`src/rtl/core/asc_pkg.sv`:
```
// ----------------------------------------------------------------------------
// asc_pkg
// Shared types, constants and the control program of the scanning converter
// calibration block.
// ----------------------------------------------------------------------------
package asc_pkg;

    // default sizing
    localparam int CHANNELS_DEF  = 8;
    localparam int CODE_BITS_DEF = 24;

    // field widths
    localparam int ACTION_W = 2;
    localparam int CODE_W   = 24;
    localparam int LCH_W    = 3;
    localparam int LOAD_W   = 24;
    localparam int GAIN_W   = 20;
    localparam int VALUE_W  = 32;
    localparam int CTRL_W   = 7;

    // datapath widths
    localparam int MUL_A_W = 27;
    localparam int MUL_B_W = 20;
    localparam int PROD_W  = MUL_A_W + MUL_B_W;

    // configuration port
    localparam int CFG_IDX_W  = 2;
    localparam int CFG_DATA_W = 1;

    // control program
    localparam int UC_DEPTH = 7;
    localparam int PC_W     = $clog2(UC_DEPTH);

    typedef enum logic [ACTION_W-1:0] {
        ACT_SAMPLE    = 2'd0,
        ACT_LOAD_OFS  = 2'd1,
        ACT_LOAD_GAIN = 2'd2,
        ACT_RESERVED  = 2'd3
    } t_action;

    typedef enum logic [CFG_IDX_W-1:0] {
        CFG_UNIPOLAR = 2'd0,
        CFG_NARROW   = 2'd1
    } t_cfg_idx;

    typedef struct packed {
        logic [ACTION_W-1:0]      action;
        logic [CODE_W-1:0]        sample_code;
        logic [LCH_W-1:0]         load_channel;
        logic signed [LOAD_W-1:0] load_value;
    } t_asc_in;

    typedef struct packed {
        logic [LCH_W-1:0]          channel;
        logic signed [VALUE_W-1:0] value;
        logic [CTRL_W-1:0]         next_control;
    } t_asc_out;

    typedef enum logic {
        SEQ_IDLE,
        SEQ_RUN
    } t_seq_state;

    // multiplier operand selects
    typedef enum logic {
        MA_CODE,
        MA_ACC
    } t_mul_a;

    typedef enum logic [1:0] {
        MB_FULL_SCALE,
        MB_RANGE,
        MB_GAIN
    } t_mul_b;

    // accumulator operations
    typedef enum logic [2:0] {
        ALU_NOP,
        ALU_RND_CODE,
        ALU_RANGE,
        ALU_SUB_OFS,
        ALU_RND_GAIN
    } t_alu_op;

    // one control word
    typedef struct packed {
        logic            mul_en;
        t_mul_a          a_sel;
        t_mul_b          b_sel;
        t_alu_op         alu_op;
        logic            jmp_narrow;
        logic [PC_W-1:0] jmp_target;
        logic            last;
    } t_ucode;

    // program: code scale, round, optional range scale, offset, gain, round and saturate
    function automatic t_ucode uc_rom(input logic [PC_W-1:0] pc);
        t_ucode uc;
        uc = '{mul_en: 1'b0, a_sel: MA_ACC, b_sel: MB_GAIN, alu_op: ALU_NOP,
               jmp_narrow: 1'b0, jmp_target: '0, last: 1'b0};
        unique case (pc)
            3'd0: begin
                uc.mul_en = 1'b1;
                uc.a_sel  = MA_CODE;
                uc.b_sel  = MB_FULL_SCALE;
            end
            3'd1: begin
                uc.alu_op     = ALU_RND_CODE;
                uc.jmp_narrow = 1'b1;
                uc.jmp_target = 3'd4;
            end
            3'd2: begin
                uc.mul_en = 1'b1;
                uc.a_sel  = MA_ACC;
                uc.b_sel  = MB_RANGE;
            end
            3'd3: begin
                uc.alu_op = ALU_RANGE;
            end
            3'd4: begin
                uc.alu_op = ALU_SUB_OFS;
            end
            3'd5: begin
                uc.mul_en = 1'b1;
                uc.a_sel  = MA_ACC;
                uc.b_sel  = MB_GAIN;
            end
            3'd6: begin
                uc.alu_op = ALU_RND_GAIN;
                uc.last   = 1'b1;
            end
            default: begin
                uc.last = 1'b1;
            end
        endcase
        return uc;
    endfunction

endpackage

```
`src/rtl/core/adc_scan_calibrate_top.sv`:
```
// sample transaction: the control program steps one word per cycle through the
// shared multiplier, skipping the range steps with narrow range; the last step
// waits while an earlier result is unaccepted, and no new input is taken until
// the result is registered; load and reserved transactions give no result
// reset: channel 0, offsets 0, gains one, both range registers 0, no result
// ----------------------------------------------------------------------------
// adc_scan_calibrate_top
// Scanning converter front end: code to voltage scaling with range
// conversion and per-channel offset and gain correction.
// ----------------------------------------------------------------------------
module adc_scan_calibrate_top #(
    parameter int CHANNELS  = asc_pkg::CHANNELS_DEF,
    parameter int CODE_BITS = asc_pkg::CODE_BITS_DEF
) (
    input  logic                               i_clk,
    input  logic                               i_rst_n,
    input  logic                               i_in_valid,
    output logic                               o_in_ready,
    input  asc_pkg::t_asc_in                   i_in_data,
    output logic                               o_out_valid,
    input  logic                               i_out_ready,
    output asc_pkg::t_asc_out                  o_out_data,
    input  logic                               i_cfg_valid,
    output logic                               o_cfg_ready,
    input  logic [asc_pkg::CFG_IDX_W-1:0]      i_cfg_index,
    input  logic [asc_pkg::CFG_DATA_W-1:0]     i_cfg_data
);
    import asc_pkg::*;

    localparam int CH_W   = $clog2(CHANNELS);
    localparam int EXT_W  = CH_W + LCH_W + 1;
    localparam logic signed [GAIN_W-1:0] GAIN_ONE = 20'sd65536;

    t_seq_state r_state;
    t_seq_state n_state;
    logic [PC_W-1:0] r_pc;
    logic [CH_W-1:0] r_chan;
    logic [CODE_BITS-1:0] r_code;
    logic r_unipolar;
    logic r_narrow;
    logic r_out_valid;
    t_asc_out r_out;
    logic signed [LOAD_W-1:0] r_ofs [CHANNELS];
    logic signed [GAIN_W-1:0] r_gain [CHANNELS];

    t_ucode w_ucode;
    logic w_in_acc;
    logic w_start;
    logic w_run;
    logic w_out_free;
    logic w_step_en;
    logic w_finish;
    logic w_lch_ok;
    logic [EXT_W-1:0] w_lch_ext;
    logic [CH_W-1:0] w_lch;
    logic [CH_W-1:0] n_chan;
    logic [EXT_W-1:0] w_phys_sum;
    logic [EXT_W-1:0] w_phys;
    logic [EXT_W-1:0] w_chan_ext;
    logic signed [VALUE_W-1:0] w_next_acc;

    // handshake and control word
    assign w_ucode    = uc_rom(r_pc);
    assign w_in_acc   = i_in_valid & o_in_ready;
    assign w_start    = w_in_acc & (i_in_data.action == ACT_SAMPLE);
    assign w_out_free = ~r_out_valid | i_out_ready;
    assign w_step_en  = w_run & (~w_ucode.last | w_out_free);
    assign w_finish   = w_step_en & w_ucode.last;
    assign o_cfg_ready = 1'b1;
    assign o_out_valid = r_out_valid;
    assign o_out_data  = r_out;

    // sequencer next state
    always_comb begin
        n_state = r_state;
        unique case (r_state)
            SEQ_IDLE: begin
                if (w_start) begin
                    n_state = SEQ_RUN;
                end
            end
            SEQ_RUN: begin
                if (w_finish) begin
                    n_state = SEQ_IDLE;
                end
            end
            default: n_state = SEQ_IDLE;
        endcase
    end

    // sequencer outputs
    always_comb begin
        unique case (r_state)
            SEQ_IDLE: begin
                o_in_ready = 1'b1;
                w_run      = 1'b0;
            end
            SEQ_RUN: begin
                o_in_ready = 1'b0;
                w_run      = 1'b1;
            end
            default: begin
                o_in_ready = 1'b0;
                w_run      = 1'b0;
            end
        endcase
    end

    // step counter with conditional jump
    always_ff @(posedge i_clk) begin
        if (!i_rst_n) begin
            r_state <= SEQ_IDLE;
            r_pc    <= '0;
        end else begin
            r_state <= n_state;
            if (w_start) begin
                r_pc <= '0;
            end else if (w_step_en) begin
                if (w_ucode.jmp_narrow && r_narrow) begin
                    r_pc <= w_ucode.jmp_target;
                end else begin
                    r_pc <= r_pc + 1'b1;
                end
            end
        end
    end

    // sample code capture
    always_ff @(posedge i_clk) begin
        if (w_start) begin
            r_code <= i_in_data.sample_code[CODE_BITS-1:0];
        end
    end

    // configuration writes
    always_ff @(posedge i_clk) begin
        if (!i_rst_n) begin
            r_unipolar <= 1'b0;
            r_narrow   <= 1'b0;
        end else if (i_cfg_valid) begin
            unique case (i_cfg_index)
                CFG_UNIPOLAR: r_unipolar <= i_cfg_data[0];
                CFG_NARROW:   r_narrow   <= i_cfg_data[0];
                default: ;
            endcase
        end
    end

    // calibration table writes
    assign w_lch_ext = EXT_W'(i_in_data.load_channel);
    assign w_lch_ok  = (int'(i_in_data.load_channel) < CHANNELS);
    assign w_lch     = w_lch_ext[CH_W-1:0];

    always_ff @(posedge i_clk) begin
        if (!i_rst_n) begin
            for (int i = 0; i < CHANNELS; i++) begin
                r_ofs[i]  <= '0;
                r_gain[i] <= GAIN_ONE;
            end
        end else if (w_in_acc && w_lch_ok) begin
            if (i_in_data.action == ACT_LOAD_OFS) begin
                r_ofs[w_lch] <= i_in_data.load_value;
            end else if (i_in_data.action == ACT_LOAD_GAIN) begin
                r_gain[w_lch] <= i_in_data.load_value[GAIN_W-1:0];
            end
        end
    end

    // next channel and its physical mapping
    assign n_chan     = (int'(r_chan) == CHANNELS - 1) ? '0 : r_chan + 1'b1;
    assign w_phys_sum = EXT_W'(n_chan) + EXT_W'(CHANNELS - 2);
    assign w_phys     = (int'(w_phys_sum) >= CHANNELS) ?
                        w_phys_sum - EXT_W'(CHANNELS) : w_phys_sum;
    assign w_chan_ext = EXT_W'(r_chan);

    // result register and channel advance
    always_ff @(posedge i_clk) begin
        if (!i_rst_n) begin
            r_out_valid <= 1'b0;
            r_chan      <= '0;
        end else if (w_finish) begin
            r_out_valid <= 1'b1;
            r_chan      <= n_chan;
        end else if (i_out_ready) begin
            r_out_valid <= 1'b0;
        end
    end

    always_ff @(posedge i_clk) begin
        if (w_finish) begin
            r_out.channel      <= w_chan_ext[LCH_W-1:0];
            r_out.value        <= w_next_acc;
            r_out.next_control <= {w_phys[2:0], 4'hF};
        end
    end

    // shared arithmetic
    asc_datapath #(
        .CODE_BITS (CODE_BITS)
    ) u_datapath (
        .i_clk      (i_clk),
        .i_step_en  (w_step_en),
        .i_ucode    (w_ucode),
        .i_unipolar (r_unipolar),
        .i_code     (r_code),
        .i_offset   (r_ofs[r_chan]),
        .i_gain     (r_gain[r_chan]),
        .o_next_acc (w_next_acc)
    );

endmodule

```
`src/rtl/core/asc_datapath.sv`:
```
// ----------------------------------------------------------------------------
// asc_datapath
// Shared multiplier, product register and accumulator driven one control
// word per cycle while the step enable is high.
// ----------------------------------------------------------------------------
module asc_datapath #(
    parameter int CODE_BITS = asc_pkg::CODE_BITS_DEF
) (
    input  logic                                 i_clk,
    input  logic                                 i_step_en,
    input  asc_pkg::t_ucode                      i_ucode,
    input  logic                                 i_unipolar,
    input  logic [CODE_BITS-1:0]                 i_code,
    input  logic signed [asc_pkg::LOAD_W-1:0]    i_offset,
    input  logic signed [asc_pkg::GAIN_W-1:0]    i_gain,
    output logic signed [asc_pkg::VALUE_W-1:0]   o_next_acc
);
    import asc_pkg::*;

    localparam logic signed [MUL_B_W-1:0] K_FULL_SCALE = 20'sd256000;
    localparam logic signed [MUL_B_W-1:0] K_RANGE      = 20'sd125;
    localparam logic signed [PROD_W-1:0]  HALF_CODE    = 47'sd1 <<< (CODE_BITS - 1);
    localparam logic signed [PROD_W-1:0]  HALF_GAIN    = 47'sd32768;
    localparam logic signed [PROD_W-1:0]  SAT_MAX      = 47'sd2147483647;
    localparam logic signed [PROD_W-1:0]  SAT_MIN      = -47'sd2147483648;
    localparam logic signed [VALUE_W-1:0] BIP_SHIFT    = 32'sd1000000;

    logic signed [PROD_W-1:0]  r_prod;
    logic signed [VALUE_W-1:0] r_acc;

    logic signed [MUL_A_W-1:0] w_a;
    logic signed [MUL_B_W-1:0] w_b;
    logic signed [PROD_W-1:0]  w_prod;
    logic signed [PROD_W-1:0]  w_rnd_code;
    logic signed [PROD_W-1:0]  w_uni;
    logic signed [PROD_W-1:0]  w_bip;
    logic signed [PROD_W-1:0]  w_rnd_gain;
    logic signed [VALUE_W-1:0] n_acc;

    // operand selection
    always_comb begin
        unique case (i_ucode.a_sel)
            MA_CODE: w_a = MUL_A_W'(i_code);
            MA_ACC:  w_a = r_acc[MUL_A_W-1:0];
            default: w_a = r_acc[MUL_A_W-1:0];
        endcase
        unique case (i_ucode.b_sel)
            MB_FULL_SCALE: w_b = K_FULL_SCALE;
            MB_RANGE:      w_b = K_RANGE;
            MB_GAIN:       w_b = i_gain;
            default:       w_b = i_gain;
        endcase
    end

    assign w_prod = w_a * w_b;

    // rounding shifts of the registered product
    assign w_rnd_code = (r_prod + HALF_CODE) >>> CODE_BITS;
    assign w_uni      = (r_prod + 47'sd16) >>> 5;
    assign w_bip      = (r_prod + 47'sd8) >>> 4;
    assign w_rnd_gain = (r_prod + HALF_GAIN) >>> 16;

    // accumulator update
    always_comb begin
        unique case (i_ucode.alu_op)
            ALU_NOP:      n_acc = r_acc;
            ALU_RND_CODE: n_acc = w_rnd_code[VALUE_W-1:0];
            ALU_RANGE: begin
                if (i_unipolar) begin
                    n_acc = w_uni[VALUE_W-1:0];
                end else begin
                    n_acc = w_bip[VALUE_W-1:0] - BIP_SHIFT;
                end
            end
            ALU_SUB_OFS:  n_acc = r_acc - VALUE_W'(i_offset);
            ALU_RND_GAIN: begin
                if (w_rnd_gain > SAT_MAX) begin
                    n_acc = SAT_MAX[VALUE_W-1:0];
                end else if (w_rnd_gain < SAT_MIN) begin
                    n_acc = SAT_MIN[VALUE_W-1:0];
                end else begin
                    n_acc = w_rnd_gain[VALUE_W-1:0];
                end
            end
            default:      n_acc = r_acc;
        endcase
    end

    assign o_next_acc = n_acc;

    // datapath registers
    always_ff @(posedge i_clk) begin
        if (i_step_en) begin
            r_acc <= n_acc;
            if (i_ucode.mul_en) begin
                r_prod <= w_prod;
            end
        end
    end

endmodule

```
`config.mk`:
```
export PLATFORM = sky130hd
export DESIGN_NAME = adc_scan_calibrate_top
export DESIGN_NICKNAME = d
export VERILOG_FILES = /design/src/rtl/core/asc_pkg.sv /design/src/rtl/core/adc_scan_calibrate_top.sv /design/src/rtl/core/asc_datapath.sv
export SDC_FILE = /design/constraint.sdc
export NUM_CORES = 2
export LEC_CHECK = 0
export ABC_AREA = 0
export BUFFER_PORTS_ARGS = -buffer_cell sky130_fd_sc_hd__buf_4
export CAP_MARGIN = 20
export CELL_PAD_IN_SITES_DETAIL_PLACEMENT = 1
export CELL_PAD_IN_SITES_GLOBAL_PLACEMENT = 2
export CORE_MARGIN = 2
export CORE_UTILIZATION = 44
export DETAILED_ROUTE_END_ITERATION = 16
export PLACE_DENSITY_LB_ADDON = 0.1
export SLEW_MARGIN = 20
export SYNTH_ARGS = -nofsm -noshare
export SYNTH_HDL_FRONTEND = slang
export SYNTH_SLANG_ARGS = --single-unit
```
`constraint.sdc`:
```
create_clock -name i_clk -period 11.1 [get_ports i_clk]
set_input_delay 2.22 -clock i_clk [delete_from_list [all_inputs] [get_ports i_clk]]
set_output_delay 2.22 -clock i_clk [all_outputs]
set_load 0.02 [all_outputs]
```
==> flow_metrics.tcl <==
set metrics [dict create \
    place_congestion 0.916 \
    layout-drive-gt1-share_pct 11.6 \
    coreArea_um2 103000 \
    cp_max_fo 20 \
    placementRows 118 \
    min_from "r_chan[1]" \
    yosys_register_bits 503 \
    synth_edf_count 490 \
    maxCapViolCount 0 \
    grt_pass1_vias 34019 \
    powerDensity_nw_per_um2 198 \
    routedWlPerCell_um 26.6 \
    setup_viol 0 \
    fin_hold_ws_ns 0.481 \
    synth_cell_types 97 \
    place_ws_ns 1.25 \
    post_cts_resized 0 \
    vdd_drop_max_mv 0.262 \
    antenna_found_initial 8 \
    clock.fmax_ghz 0.100 \
    die_h_um 326 \
    crit_path_max_incr_delay_ns 0.78 \
    p_leak_nw 21.3 \
    hpwl_mm 115 \
    post-route-period-util_pct 89.7 \
    hp-class "flip-flop to flip-flop" \
    grt_pass1_wl_mm 225 \
    postSynthCellCount 4209 \
    hold_viol_final 0 \
    grt.overflow.total 0 \
    clock_skew_ns 0.0525 \
    post-cts-setup-buffers 0 \
    ys_seq_area_share_pct 32.7 \
    ios 106 \
    cp_slowest_cell "nand2_1" \
    drc 0 \
    drt_iter0_drc 2178 \
    end_kind "flip-flop" \
    path_clk_slew_ns 0.06 \
    final_nets 5017 \
    grt_max_degree 54 \
    firstDrtPassIters 7 \
    instances_no_fill 5676 \
    syn_to_final_growth_pct 8.98 \
    dp_cells 5569 \
    ys_warn_count 0 \
    ys.flop_type "edfxtp_1" \
    cts_root_buf "clkbuf_16" \
    grt_usage_pct 28.6 \
    port-buffer-count 100 \
    required_ns 11.57 \
    placed_cell_area_um2 48000 \
    crit_arrival_ns 10.43 \
    setup_tns_ns 0 \
    syn_area_per_cell_um2 10.9 \
    final_area_um2 49800 \
    finalWirelength_mm 151 \
    setup_slack_ns 1.15 \
    fin_crit_ns 9.95 \
    hold_buffers 0 \
    numCtsBuffers 56 \
    worst_setup_path_start_kind "flip-flop" \
    rsz0062_at_grt "no" \
    path_class "flip-flop to flip-flop" \
    ant_nets 0 \
    cts_tree "yes" \
    crit_path_frequent_cell "fa_1" \
    cts_sinks 503 \
    dieWidth_um 326 \
    h-tree-depth 2 \
    start_util_pct 44.2 \
    final_util_pct 48.2 \
    die_area_um2 107000 \
    total_power_mw 9.86 \
    clk_latency_ns 0.67 \
    startpoint "r_pc[0]" \
    fillCellCount 11180 \
    synthArstFlopShare_pct 0 \
    syn-cell-area_um2 45700 \
    cts_buffer_depth 3 \
    r2r-start "r_pc[0]" \
    maxSlewViolCount 0 \
    tightestPinTransition_ns 1.13 \
    status "complete, no violations" \
    vias 31485 \
    slew_headroom_pct 22.5 \
    vias_per_cell 5.55 \
]
[registers in the layout, summed over array words and instances (netlist names), 3 cells and up, named ones only]
signal / cells
o_out_data: 38
r_chan: 3
r_code: 24
r_gain: 160
r_ofs: 192
r_pc: 3
u_datapath.r_acc: 32
u_datapath.r_prod: 44
[routing by layer]
layer | up-vias | GRT usage, % | part of all wire [%]
met5 | - | 0 | 0
met4 | 0 | 9.16 | 3.4
met3 | 209 | 2.95 | 4.8
met2 | 870 | 49.0 | 50
met1 | 16624 | 38.4 | 42
li1 | 13782 | - | -
[logic make-up (layout without fill, tap and decap cells)]
family | count (synthesis) | after routing | share of synthesized area, %
multiplexers | 186 | 186 | 6.59
other | 1 | 6 | 0.00820
flip-flops | 503 | 503 | 32.7
XOR/XNOR | 198 | 198 | 3.87
buffers and inverters | 868 | 950 | 7.72
AO/OA/AOI/OAI | 396 | 396 | 5.71
adder cells (fa/ha/maj) | 709 | 709 | 28.4
AND/OR/NAND/NOR | 1348 | 1348 | 15.0
[worst paths after layout]
kind                      endpoint  slack [ns]  depth (start not counted)
max          u_datapath.r_prod[41]        1.15                         29
min                 o_out_data[40]        0.48                          0
max reg2reg  u_datapath.r_prod[41]        1.15                         29
min reg2reg         o_out_data[40]        0.48                          0
[synth_stat cells, drive strengths merged (22+ instances only)]
library cell  count  area [µm²]
inv             653        2450
a21o             40         300
nand2           342        1290
clkbuf          175         787
and3             22         139
xor2             81         732
edfxtp          490       14700
nor2            358        1340
mux4             88        1980
and2            381        2380
xnor2           117        1040
nor2b            50         313
ha              162        2030
nand2b           28         175
nor3             31         198
buf              39         287
a21oi           109         546
fa              547       11000
mux2i            59         591
nand3            59         330
o21ai            79         395
mux2             39         439
nand4            23         186
[report_power, final]
part           leakage, nW  total, mW  internal, mW  switching, mW
Combinational         15.3       5.45          2.13           3.32
Sequential            5.12       2.55          2.38          0.172
Clock                0.880       1.86          1.04          0.817
[placed cells by master, fill, tap and decap left out, drive strengths merged, types with 11 or more instances in the layout]
master and instances:
inv 657, fa 547, edfxtp 490, and2 381, nor2 358, nand2 342, buf 190, ha 162
xnor2 117, a21oi 109, mux4 88, xor2 81, o21ai 79, clkbuf 71, mux2i 59, nand3 59
nor2b 50, a21o 40, mux2 39, nor3 31, nand2b 28, clkinv 26, nand4 23, and3 22
o221ai 19, a221oi 19, a31oi 17, or3 17, o21a 15, o21bai 14, dfxtp 13, o22ai 12
a211oi 11, and4 11
[layout make-up]
cell class / instances / area [µm²] / area share, %
Clock buffer: 71 / 1480 / 2.97
Sequential cell: 503 / 15000 / 30.1
Inverter: 654 / 2450 / 4.93
Tap cell: 1380 / 1730 / 3.46
Clock inverter: 35 / 324 / 0.650
Antenna cell: 1 / 2.50 / 0.00502
Timing Repair Buffer: 190 / 1430 / 2.86
Multi-Input combinational cell: 2842 / 27400 / 55.1
[critical path, delay by kind of cell, from the launching register on]
kind | cells | cell delay, ns
compound gates | 6 | 1.51
flops | 1 | 0.38
simple gates | 7 | 2.76
mux | 1 | 0.32
buf+inv | 6 | 0.57
fa+ha+maj | 9 | 4.20
Note: power is estimated with default switching activity, not from simulation.
